<file path="src/rtl/fdm_pkg.sv">
// Command codes, dot modes and decimal split helpers for the display multiplexer.
`default_nettype none

package fdm_pkg;

	localparam int NumDigits = 4;

	localparam logic [2:0] CMD_LOAD_BYTE = 3'd0;
	localparam logic [2:0] CMD_LOAD_INT  = 3'd1;
	localparam logic [2:0] CMD_SET_DOT   = 3'd2;
	localparam logic [2:0] CMD_SET_PLACE = 3'd3;
	localparam logic [2:0] CMD_PLACE_DOT = 3'd4;
	localparam logic [2:0] CMD_SCAN_TICK = 3'd5;

	localparam logic [1:0] DOT_OFF    = 2'd0;
	localparam logic [1:0] DOT_ON     = 2'd1;
	localparam logic [1:0] DOT_TOGGLE = 2'd2;
	localparam logic [1:0] DOT_KEEP   = 2'd3;

	localparam logic [13:0] MAX_VALUE = 14'd9999;

	// Fields that travel with a word down the pipeline.
	typedef struct packed {
		logic [2:0] cmd;
		logic [1:0] index;
		logic [1:0] dot_mode;
	} ctl_t;

	// Leading decimal digit of v for a power of ten base, with v below ten times base.
	function automatic logic [3:0] dec_digit(input logic [13:0] v, input logic [13:0] base);
		logic [3:0] n;
		n = 4'd0;
		for (int k = 1; k <= 9; k++) begin
			if (v >= 14'(k) * base) begin
				n = 4'(k);
			end
		end
		return n;
	endfunction

	function automatic logic [13:0] dec_rem(input logic [13:0] v, input logic [13:0] base,
			input logic [3:0] d);
		return v - ({10'd0, d} * base);
	endfunction

	function automatic logic apply_dot(input logic cur, input logic [1:0] mode);
		logic r;
		unique case (mode)
			DOT_OFF:    r = 1'b0;
			DOT_ON:     r = 1'b1;
			DOT_TOGGLE: r = ~cur;
			DOT_KEEP:   r = cur;
			default:    r = cur;
		endcase
		return r;
	endfunction

endpackage

`default_nettype wire

</file>
<file path="src/rtl/four_digit_display_multiplexer.sv">
// Top level of the four-digit multiplexed display controller.
`default_nettype none

// Four-digit display controller with BCD output. Words are load, dot and decimal-place commands
// and scan ticks; only a scan tick returns a word, which drives one digit position (0 is the
// leftmost) and then advances the scan position. One word can be accepted every cycle while
// in_stall is low. A word passes an input register and two decimal split stages (thousands,
// then hundreds) before it takes effect on the held digits and dots, and a scan result is then
// registered in the output register. Words take effect strictly in order, so a tick always shows
// every earlier load. A waiting result does not block the pipeline: words that give no result keep
// flowing, and only a scan tick that finds the output register full and stalled holds its stage.
module four_digit_display_multiplexer (
	input  wire logic        clk,
	input  wire logic        arst_n,
	input  wire logic        in_valid,
	output logic             in_stall,
	input  wire logic [2:0]  cmd,
	input  wire logic [13:0] value,
	input  wire logic [1:0]  index,
	input  wire logic [1:0]  dot_mode,
	output logic             out_valid,
	input  wire logic        out_stall,
	output logic [3:0]       bcd_digit,
	output logic [3:0]       digit_enable,
	output logic             dot_on,
	output logic             digit_shown
);
	import fdm_pkg::*;

	// Pipeline registers.
	logic        vld_s1, vld_s2, vld_s3;
	ctl_t        ctl_s1, ctl_s2, ctl_s3;
	logic [13:0] value_s1;
	logic [3:0]  th_s2, th_s3;
	logic        vis0_s2, vis0_s3;
	logic [9:0]  rem_s2;
	logic [3:0]  hu_s3;
	logic [6:0]  rem_s3;

	// Display state.
	logic [3:0] digit_q [NumDigits];
	logic [3:0] visible_q;
	logic [3:0] dot_q;
	logic [1:0] place_q;
	logic [1:0] scan_q;

	// Output register.
	logic       out_valid_q;
	logic [3:0] bcd_q;
	logic [3:0] enable_q;
	logic       dot_out_q;
	logic       shown_q;

	logic mv1, mv2, commit;
	logic is_scan_s3;

	assign is_scan_s3 = ctl_s3.cmd == CMD_SCAN_TICK;
	assign commit = vld_s3 && (!is_scan_s3 || !out_valid_q || !out_stall);
	assign mv2 = vld_s2 && (!vld_s3 || commit);
	assign mv1 = vld_s1 && (!vld_s2 || mv2);
	assign in_stall = vld_s1 && !mv1;

	// Stage 2: pick the value to split and take off the thousands digit.
	logic [13:0] sel_v;
	logic [3:0]  th_c;
	logic [13:0] rem1000_c;
	always_comb begin
		if (ctl_s1.cmd == CMD_LOAD_BYTE) begin
			sel_v = {6'd0, value_s1[7:0]};
		end else if (value_s1 > MAX_VALUE) begin
			sel_v = MAX_VALUE;
		end else begin
			sel_v = value_s1;
		end
		th_c = dec_digit(sel_v, 14'd1000);
		rem1000_c = dec_rem(sel_v, 14'd1000, th_c);
	end

	// Stage 3: hundreds digit.
	logic [3:0]  hu_c;
	logic [13:0] rem100_c;
	always_comb begin
		hu_c = dec_digit({4'd0, rem_s2}, 14'd100);
		rem100_c = dec_rem({4'd0, rem_s2}, 14'd100, hu_c);
	end

	// Commit stage: tens and ones.
	logic [3:0]  te_c;
	logic [13:0] ones_c;
	always_comb begin
		te_c = dec_digit({7'd0, rem_s3}, 14'd10);
		ones_c = dec_rem({7'd0, rem_s3}, 14'd10, te_c);
	end

	always_ff @(posedge clk or negedge arst_n) begin
		if (!arst_n) begin
			vld_s1 <= 1'b0;
			vld_s2 <= 1'b0;
			vld_s3 <= 1'b0;
		end else begin
			if (mv1 || !vld_s1) begin
				vld_s1 <= in_valid;
			end
			if (mv2 || !vld_s2) begin
				vld_s2 <= mv1;
			end
			if (commit || !vld_s3) begin
				vld_s3 <= mv2;
			end
		end
	end

	always_ff @(posedge clk) begin
		if (!vld_s1 || mv1) begin
			ctl_s1 <= '{cmd: cmd, index: index, dot_mode: dot_mode};
			value_s1 <= value;
		end
		if (mv1) begin
			ctl_s2 <= ctl_s1;
			th_s2 <= th_c;
			vis0_s2 <= th_c != 4'd0;
			rem_s2 <= rem1000_c[9:0];
		end
		if (mv2) begin
			ctl_s3 <= ctl_s2;
			th_s3 <= th_s2;
			vis0_s3 <= vis0_s2;
			hu_s3 <= hu_c;
			rem_s3 <= rem100_c[6:0];
		end
	end

	always_ff @(posedge clk or negedge arst_n) begin
		if (!arst_n) begin
			for (int i = 0; i < NumDigits; i++) begin
				digit_q[i] <= 4'd0;
			end
			visible_q <= 4'd0;
			dot_q <= 4'd0;
			place_q <= 2'd0;
			scan_q <= 2'd0;
			out_valid_q <= 1'b0;
		end else begin
			if (out_valid_q && !out_stall) begin
				out_valid_q <= 1'b0;
			end
			if (commit) begin
				unique case (ctl_s3.cmd)
					CMD_LOAD_BYTE, CMD_LOAD_INT: begin
						// The byte path reaches here with a zero thousands digit.
						digit_q[0] <= th_s3;
						digit_q[1] <= hu_s3;
						digit_q[2] <= te_c;
						digit_q[3] <= ones_c[3:0];
						visible_q <= {3'b111, vis0_s3};
					end
					CMD_SET_DOT: begin
						dot_q[ctl_s3.index] <= apply_dot(dot_q[ctl_s3.index], ctl_s3.dot_mode);
					end
					CMD_SET_PLACE: begin
						if (ctl_s3.index != place_q) begin
							dot_q[place_q] <= 1'b0;
							place_q <= ctl_s3.index;
						end
					end
					CMD_PLACE_DOT: begin
						dot_q[place_q] <= apply_dot(dot_q[place_q], ctl_s3.dot_mode);
					end
					CMD_SCAN_TICK: begin
						out_valid_q <= 1'b1;
						scan_q <= scan_q + 2'd1;
					end
					default: begin
					end
				endcase
			end
		end
	end

	always_ff @(posedge clk) begin
		if (commit && is_scan_s3) begin
			bcd_q <= digit_q[scan_q];
			enable_q <= 4'(1) << scan_q;
			dot_out_q <= dot_q[scan_q];
			shown_q <= visible_q[scan_q];
		end
	end

	assign out_valid = out_valid_q;
	assign bcd_digit = bcd_q;
	assign digit_enable = enable_q;
	assign dot_on = dot_out_q;
	assign digit_shown = shown_q;

	// Held digits are always decimal.
	a_digits_decimal: assert property (@(posedge clk) disable iff (!arst_n)
		digit_q[0] <= 4'd9 && digit_q[1] <= 4'd9 && digit_q[2] <= 4'd9 && digit_q[3] <= 4'd9)
		else $error("held digit out of decimal range");

	// Each committed tick moves the scan position by one.
	a_scan_advance: assert property (@(posedge clk) disable iff (!arst_n)
		commit && is_scan_s3 |=> scan_q == $past(scan_q) + 2'd1)
		else $error("scan position did not advance");

	// The scan position only moves on a committed tick.
	a_scan_hold: assert property (@(posedge clk) disable iff (!arst_n)
		!(commit && is_scan_s3) |=> $stable(scan_q))
		else $error("scan position moved without a tick");

	// A stalled tick never overwrites a waiting result.
	a_no_overrun: assert property (@(posedge clk) disable iff (!arst_n)
		out_valid_q && out_stall |-> !(commit && is_scan_s3))
		else $error("result overwritten while stalled");

	// A result always drives exactly one position.
	a_enable_onehot: assert property (@(posedge clk) disable iff (!arst_n)
		out_valid_q |-> $onehot(enable_q))
		else $error("digit enable not one-hot");

endmodule

`default_nettype wire
</file>
<file path="config.mk">
export PLATFORM = sky130hd
export DESIGN_NAME = four_digit_display_multiplexer
export DESIGN_NICKNAME = d
export VERILOG_FILES = /design/src/rtl/fdm_pkg.sv /design/src/rtl/four_digit_display_multiplexer.sv
export SDC_FILE = /design/constraint.sdc
export NUM_CORES = 1
export LEC_CHECK = 0
export BUFFER_PORTS_ARGS = -buffer_cell sky130_fd_sc_hd__buf_2
export CAP_MARGIN = 20
export CORE_MARGIN = 5
export CORE_UTILIZATION = 30
export CTS_BUF_LIST = sky130_fd_sc_hd__clkbuf_2 sky130_fd_sc_hd__clkbuf_4 sky130_fd_sc_hd__clkbuf_8
export CTS_CLUSTER_DIAMETER = 200
export DETAILED_ROUTE_END_ITERATION = 12
export PLACE_DENSITY_LB_ADDON = 0.1
export SYNTH_ARGS = -nofsm -noshare
export SYNTH_HDL_FRONTEND = slang
export SYNTH_SLANG_ARGS = --single-unit
</file>
<file path="constraint.sdc">
create_clock -name clk -period 7.6 [get_ports clk]
set_clock_uncertainty 0.05 [all_clocks]
set_input_delay 1.52 -clock clk [delete_from_list [all_inputs] [get_ports clk]]
set_output_delay 1.52 -clock clk [all_outputs]
set_load 0.1 [all_outputs]
</file>
==> flow_metrics.tcl, run 1 <==
set metrics [dict create \
    synth_top_cell_area_share 0.411 \
    seqPwrFrac 0.466 \
    power_frac_clock 0.168 \
    final_core_util 0.339 \
    syn_nets 523 \
    finalNetCount 547 \
    placed_area_um2 5920 \
    grt_first_pass_wirelength_um 18800 \
    initial_core_util 0.307 \
    relSlewSlack 0.334 \
    syn_avg_cell_area_um2 11.7 \
    p_leak_nw 2.37 \
    crit_path_frequent_cell "inv_1" \
    final.fill_count 1776 \
    synthTopCellsByArea "edfxtp_1, dfrtp_1, ha_1" \
    portBuffers 36 \
    finalWorstSetupSlack_ps 2620 \
    drc 0 \
    synth_edf_count 76 \
    netlist_instances 474 \
    io_pins 37 \
    cts_tree "done" \
    p_switching_uw 698 \
    initialDrtViolationCount 178 \
    hpwl_um 8090 \
    wl_um 11000 \
    worstSetupStartpointType "flop" \
    cpMaxStageDelayCell "fa_1" \
    ys_ff_latch 106 \
    cp.arrival_ps 5050 \
    clock_latency_ps 380 \
    gp_congestion 0.863 \
    crit_type "flop to flop" \
    ys.flop_type "edfxtp_1" \
    finalCritPeriodShare 0.655 \
    diodes 0 \
    die_area_um2 21300 \
    via_per_inst 4.92 \
    peakVddDrop_mv 0.139 \
    area_growth_pct 10.4 \
    post_drt_wl_per_cell_um 15.0 \
    ys_async_sr_fraction 0.283 \
    antenna_found_initial 0 \
    rows 49 \
    yosysUniqueCellTypes 65 \
    fin_area_um2 6130 \
    required_ps 7670 \
    power.density_nw_per_um2 320 \
    finalMaxSlewViolations 0 \
    cts_hold_buf 0 \
    clk_path_buf_depth 2 \
    grt_use_total 0.108 \
    p_int_mw 1.26 \
    worst_setup_path_end_kind "flop" \
    tightest_slew_ps 999 \
    cp_max_fo 10 \
    firstDrtPassIters 4 \
    rsz0062_at_grt "false" \
    status "completed" \
    core_area_um2 18100 \
    setup_tns_ps 0 \
    drive_gt1_frac 0.179 \
    dieHeight_um 146 \
    crit_chain "or3_1 > nand4_1 > o31a_1 > a221oi_1 > or3_1 > inv_1 > fa_1 > inv_1 > fa_1 > inv_1 > ha_1 > xor2_1 > ha_1 > nand2_1 > o22ai_1 > a211oi_1 > xnor2_1 > xnor2_1" \
    ant_nets 0 \
    cts_root_buf "clkbuf_8" \
    crit_family "adder cells" \
    register_area_um2 3030 \
    yosys_warnings 0 \
    syn_area_um2 5560 \
    post-place-ws_ps 2600 \
    post_cts_buffers 0 \
    grt_max_degree 31 \
    die_w_um 146 \
    hold_ws_ps 380 \
    drv_cap 0 \
    post_cts_resize_count 0 \
    htreeDepth 3 \
    synth_top_area_cell "edfxtp_1" \
    fmax_mhz 201 \
    vias 3605 \
    min_period_ps 4980 \
    setup_viol 0 \
    yosysSeqAreaShare 0.546 \
    crit_path_max_incr_delay_ps 600 \
    swShare 0.356 \
    grt-ovfl-total 0 \
    cts_buffers 9 \
    clk_pin_slew_ps 100 \
    grt_pass1_vias 3733 \
    hold_class "flop to flop" \
    hold_viol 0 \
    clkSinkCount 106 \
    combPwrFrac 0.366 \
    crit_buf_inv 3 \
    multi_input_area_um2 2280 \
]
cells in the final DEF (no fill, tap or decap), types with 8 or more instances in the layout:
cell,n
mux2_2,16
nor2b_1,10
buf_2,36
dfrtp_1,30
nand3_1,11
nor2_1,29
edfxtp_1,76
nand2_1,33
clkbuf_8,9
ha_1,17
inv_1,36
nand2b_1,9
o21ai_0,29
xnor2_1,19
nor3_1,8
a21oi_1,23
Yosys cell counts (all sizes together), types with 3 or more instances:
cell type and instances:
a31oi 8, mux2 16, o21ai 30, o211ai 3, nand2b 9, xor2 6
clkbuf 20, o21bai 3, nor3 9, and2 4, nand4 3, xnor2 19
a21o 6, mux4 7, ha 17, nand2 33, nand3 12, edfxtp 76
nor2 29, dfrtp 30, o22ai 3, buf 6, fa 7, a21oi 23
nor2b 11, nor4 6, inv 36
path summary, 6_finish.rpt:
path	startpoint	to	slack, ps	depth (start not counted)
min	ctl_s2[2]	ctl_s3[2]	380	0
min reg2reg	ctl_s2[2]	ctl_s3[2]	380	0
max in group asynchronous	arst_n	digit_q[10]	5920	1
max	ctl_s1[4]	rem_s2[9]	2620	18
max reg2reg	ctl_s1[4]	rem_s2[9]	2620	18
min in group asynchronous	arst_n	dot_q[1]	1120	1
cells by family (layout without fill, tap and decap cells):
logic type                 count (synthesis)  after routing  synth area share
AOI/OAI and AO/OA                        105            105             0.125
xor gates and xnor gates                  25             25            0.0394
adders and majority gates                 25             25            0.0653
buffers and inverters                     62             91            0.0462
DFF                                      106            106             0.546
muxes                                     25             25            0.0644
and+or+nand+nor                          126            126             0.114
stage by stage:
stage / power (mW) / instances
2_1_floorplan: 1.49 / 474
3_5_place_dp: 1.66 / 714
4_1_cts: 2.00 / 730
6_report: 1.96 / 732
5_1_grt: 2.13 / 732
3_3_place_gp: 1.64 / 714
metal layers:
layer,track usage,vias up,share of wire,wire (µm)
li1,-,1772,-,-
met1,0.138,1719,0.46,5040
met2,0.178,96,0.48,5230
met3,0.0276,18,0.041,453
met4,0.0405,0,0.022,243
met5,0,-,0,0
state kept, by name, indices dropped and copies added, names as in the netlist, 7 cells and up:
signal    count
digit_q      16
value_s1     14
rem_s2       10
ctl_s1        7
ctl_s2        7
ctl_s3        7
rem_s3        7
power by group through the flow:
stage / registers, mW / logic [mW] / clock network (mW)
after floorplan: 0.854 / 0.639 / 0
after global placement: 0.928 / 0.712 / 0
after detailed placement: 0.931 / 0.724 / 0
after CTS: 0.918 / 0.729 / 0.354
after global routing: 0.940 / 0.821 / 0.371
final: 0.914 / 0.718 / 0.329
area by class of cell:
| cell class | instances | share of cell area |
|---|---|---|
| clock inverters | 7 | 0.0104 |
| inverters | 36 | 0.0220 |
| clock buffers | 9 | 0.0202 |
| repair buffers | 39 | 0.0343 |
| flip-flops and latches | 106 | 0.494 |
| multi-input cells | 306 | 0.372 |
| well taps | 229 | 0.0467 |
No activity file was read; power rests on OpenSTA's default activity.
==> inputs of run 2 (changes only) <==
==> constraint.sdc (replaced) <==
create_clock -name clk -period 4.8 [get_ports clk]
set_clock_uncertainty 0.05 [all_clocks]
set_input_delay 0.96 -clock clk [delete_from_list [all_inputs] [get_ports clk]]
set_output_delay 0.96 -clock clk [all_outputs]
set_load 0.1 [all_outputs]
==> run 2 against run 1 <==
  * Cell area up 2.6%
  * Clock power is 69% higher
  * Largest power group unchanged
  * Sequential power grew 58%
  * Flip-flop and latch count unchanged
  * Critical endpoint unchanged
  * Combinational power increased by 62%
  * Utilization up 0.89 points
  * Maximum frequency rose by 8.7%
  * Clock-buffer cell count is the same
  * Sequential share of layout area is 1.3 points lower
  * Critical path type unchanged
  * Register-to-register slack worse by 2400 ps
==> flow_metrics.tcl, run 2 (synthesis gave the netlist of run 1 again) <==
set metrics [dict create \
    setup_tns_ps 0 \
    grt_first_pass_wirelength_um 18500 \
    initial_core_util 0.307 \
    cpMaxStageDelayCell "fa_1" \
    dp.cells 732 \
    top_register "digit_q" \
    final_common_cell "edfxtp_1" \
    core_area_um2 18100 \
    cts_tree "done" \
    area_growth_pct 13.3 \
    grt_use_total 0.106 \
    min_period_ps 4580 \
    crit_chain "or3_1 > nand4_1 > o31a_1 > a221oi_1 > or3_4 > inv_1 > ha_1 > fa_1 > inv_1 > fa_1 > xor2_1 > ha_1 > nand2_1 > o22ai_1 > a211oi_1 > xnor2_1 > xnor2_1" \
    cts_root_buf "clkbuf_8" \
    crit_type "flop to flop" \
    firstDrtPassIters 5 \
    gp_congestion 0.880 \
    grt_pass1_vias 3664 \
    power.density_nw_per_um2 502 \
    finalMaxSlewViolations 0 \
    finalNetCount 567 \
    vias 3673 \
    reg.largest.list "digit_q: 16 flops, value_s1: 14 flops, rem_s2: 10 flops" \
    wl_um 10900 \
    finalCritPeriodShare 0.954 \
    cp_max_fo 3 \
    io_pins 37 \
    rsz0062_at_grt "false" \
    relSlewSlack 0.338 \
    die_area_um2 21300 \
    portBuffers 36 \
    grt_max_degree 31 \
    antenna_found_initial 0 \
    worstSetupStartpointType "flop" \
    cp.arrival_ps 4670 \
    drive_gt1_frac 0.210 \
    via_per_inst 4.88 \
    worst_setup_path_end_kind "flop" \
    hold_class "flop to flop" \
    dieHeight_um 146 \
    post_drt_wl_per_cell_um 14.5 \
    clk_path_buf_depth 2 \
    clock_latency_ps 380 \
    crit_family "adder cells" \
    die_w_um 146 \
    fmax_mhz 218 \
    peakVddDrop_mv 0.186 \
    clk_pin_slew_ps 100 \
    hold_viol 0 \
    diodes 0 \
    ant_nets 0 \
    crit_path_max_incr_delay_ps 560 \
    hold_ws_ps 374 \
    p_leak_nw 2.47 \
    cts_buffers 9 \
    largest_register_ffs 16 \
    rows 49 \
    layout.cells.non_filler 752 \
    drv_cap 0 \
    required_ps 4890 \
    worst-path-stages 17 \
    crit_buf_inv 2 \
    grt-ovfl-total 0 \
    initialDrtViolationCount 173 \
    hpwl_um 8160 \
    reg2regPathDepth 17 \
    setup_viol 0 \
    cts_hold_buf 0 \
    drc 0 \
    holdPathStages 0 \
    status "completed" \
    final_cell_mix "edfxtp_1, inv_1, buf_2" \
    clkSinkCount 106 \
    htreeDepth 3 \
    tightest_slew_ps 992 \
]
run 2: final cells by class:
type	count	area, µm²
clock buffer	9	124
clock inverter	7	72.6
fill	1772	11800
inverter	36	135
multi-input combinational	306	2290
sequential	106	3030
tap	229	287
timing repair buffer	59	357
run 2: metal layers:
metal,part of all wire,track usage
met1,0.46,0.136
met5,0,0
met4,0.026,0.0409
met3,0.044,0.0279
met2,0.47,0.172
run 2: final timing paths:
kind | startpoint | to | slack, ps
max | ctl_s1[5] | rem_s2[9] | 220
min | ctl_s2[2] | ctl_s3[2] | 370
max reg2reg | ctl_s1[5] | rem_s2[9] | 220
min reg2reg | ctl_s2[2] | ctl_s3[2] | 370
max in group asynchronous | arst_n | digit_q[5] | 3660
min in group asynchronous | arst_n | dot_q[3] | 560
run 2: stage by stage:
step	area (µm²)	util	total power, mW	worst slack (ps)
after CTS	6250	0.346	3.21	152
after detailed placement	6060	0.335	2.63	164
after floorplan	5560	-	2.36	242
after global routing	6290	0.348	3.43	19.9
after global placement	6060	0.335	2.62	265
final	6290	0.348	3.16	220
run 2: timing repair:
action,in CTS,in global routing
setup buffers,0,2
gates resized for setup,0,2
setup endpoints to repair,0,1
run 2: power breakdown:
| group | switching (mW) | internal [mW] | leakage [nW] | total [mW] |
|---|---|---|---|---|
| clock | 0.311 | 0.245 | 0.103 | 0.557 |
| combinational | 0.569 | 0.588 | 1.27 | 1.16 |
| sequential | 0.208 | 1.24 | 1.10 | 1.44 |
==> inputs of run 3 (changes only) <==
--- a/config.mk
+++ b/config.mk
@@ -13,6 +13,7 @@
 export CTS_CLUSTER_DIAMETER = 200
 export DETAILED_ROUTE_END_ITERATION = 12
 export PLACE_DENSITY_LB_ADDON = 0.1
+export SETUP_SLACK_MARGIN = 0.3
 export SYNTH_ARGS = -nofsm -noshare
 export SYNTH_HDL_FRONTEND = slang
 export SYNTH_SLANG_ARGS = --single-unit
==> run 3 against run 2 <==
  * Clock power hardly changed
  * Non-clock buffer count increased by 25
  * Global-route usage grew 0.095 points
  * Highest routed layer unchanged
  * Largest cell class unchanged
==> flow_metrics.tcl, run 3 (synthesis gave the netlist of run 1 again) <==
set metrics [dict create \
    clk_path_buf_depth 2 \
    timing.rr.start "ctl_s1[6]" \
    p_leak_nw 2.60 \
    rows 49 \
    cpMaxStageDelayCell "or3_4" \
    hp-start "th_s2[1]" \
    reg2regPathDepth 18 \
    grt_use_total 0.107 \
    setup_viol 0 \
    final_common_cell "edfxtp_1" \
    status "completed" \
    io_pins 37 \
    setup_tns_ps 0 \
    die_area_um2 21300 \
    diodes 0 \
    clock_latency_ps 380 \
    fmax_mhz 226 \
    initialDrtViolationCount 161 \
    area_growth_pct 18.6 \
    dieHeight_um 146 \
    hold_viol 0 \
    layout.cells.non_filler 776 \
    drv_cap 0 \
    firstDrtPassIters 4 \
    grt_max_degree 31 \
    reg.largest.list "digit_q: 16 flops, value_s1: 14 flops, rem_s2: 10 flops" \
    grt_first_pass_wirelength_um 18600 \
    whs_endpoint "th_s3[1]" \
    rsz0062_at_grt "true" \
    hold_class "flop to flop" \
    cp.arrival_ps 4510 \
    worst_r2r_endpoint "rem_s2[9]" \
    min_period_ps 4430 \
    clk_pin_slew_ps 100 \
    crit_path_max_incr_delay_ps 440 \
    relSlewSlack 0.323 \
    crit_chain "or3_4 > nand4_1 > o31a_1 > a221oi_2 > or3_4 > clkinv_4 > fa_1 > inv_2 > fa_1 > inv_2 > ha_4 > xor2_1 > ha_1 > nand2_2 > o22ai_1 > a211oi_2 > xnor2_1 > xnor2_1" \
    finalMaxSlewViolations 0 \
    worst_setup_path_end_kind "flop" \
    crit_type "flop to flop" \
    antenna_found_initial 0 \
    cts_tree "done" \
    power.density_nw_per_um2 487 \
    final.fill_count 1755 \
    required_ps 4890 \
    cts_root_buf "clkbuf_8" \
    vias 3724 \
    final_cell_mix "edfxtp_1, buf_4, buf_2" \
    drive_gt1_frac 0.280 \
    worstSetupStartpointType "flop" \
    finalCritPeriodShare 0.923 \
    cts_buffers 9 \
    grt_pass1_vias 3666 \
    peakVddDrop_mv 0.154 \
    top_register "digit_q" \
    tightest_slew_ps 1020 \
    hpwl_um 8040 \
    clkSinkCount 106 \
    initial_core_util 0.307 \
    largest_register_ffs 16 \
    cp_max_fo 5 \
    grt-ovfl-total 0 \
    gp_congestion 0.844 \
    post_drt_wl_per_cell_um 14.6 \
    portBuffers 36 \
    wl_um 11300 \
    r2r_setup_slack_ps 370 \
    finalNetCount 592 \
    via_per_inst 4.80 \
    core_area_um2 18100 \
    drc 0 \
    die_w_um 146 \
    holdPathStages 0 \
    ant_nets 0 \
    dp.cells 726 \
    htreeDepth 3 \
]
run 3: power by group:
group	total (mW)	switching [mW]	internal, mW
clock network	0.559	0.309	0.250
logic	1.22	0.591	0.625
registers	1.44	0.201	1.24
total	3.21	1.10	2.11
run 3: worst max-delay path by stage:
stage                         start        end  slack, ps  cells past startpoint
after floorplan           ctl_s1[5]  rem_s2[9]        330                     18
after global placement    ctl_s1[4]  rem_s2[9]        250                     18
after detailed placement  ctl_s1[5]  rem_s2[9]        160                     17
after CTS                 ctl_s1[5]  rem_s2[9]        310                     17
after global routing      ctl_s1[6]  rem_s2[9]        190                     18
final                     ctl_s1[6]  rem_s2[9]        370                     18
run 3: critical path: cells and delay by family (launching register included):
family | cells | cell delay, ps
AOI/OAI and AO/OA | 4 | 620
xor gates and xnor gates | 3 | 400
adders and majority gates | 4 | 1380
buffers and inverters | 3 | 240
DFF | 1 | 410
and+or+nand+nor | 4 | 1080
run 3: layout make-up:
class                   count  area (µm²)  area share
flip-flops and latches    106        3030       0.460
multi-input cells         306        2370       0.360
repair buffers             84         566      0.0858
well taps                 229         287      0.0435
inverters                  36         140      0.0213
clock buffers              10         131      0.0199
clock inverters             5        63.8     0.00968
run 3: repair_timing:
item | CTS | global route
gates resized for setup | 2 | 23
endpoints found under the hold margin | 0 | 0
setup endpoints to repair | 1 | 1
buffers inserted | 4 | 29
hold buffers | 0 | 0
pin swaps | 0 | 19
gates cloned | 0 | 0
run 3: metal layers:
metal	part of all wire	track usage	vias up	wire length [µm]
met2	0.49	0.173	72	5570
met1	0.45	0.140	1785	5100
met4	0.018	0.0376	0	208
met5	0	0	-	0
met3	0.041	0.0282	16	467
li1	-	-	1851	-
run 3: per-stage QoR:
stage                     area, µm²  setup WS [ps]  utilization  hold WS (ps)  total power [mW]
after global placement         6010            247        0.332           354              2.61
after detailed placement       6010            160        0.332           358              2.63
after floorplan                5560            328            -           350              2.36
after global routing           6590            194        0.364           381              3.49
after CTS                      6240            314        0.345           372              3.22
final                          6590            372        0.364           374              3.21
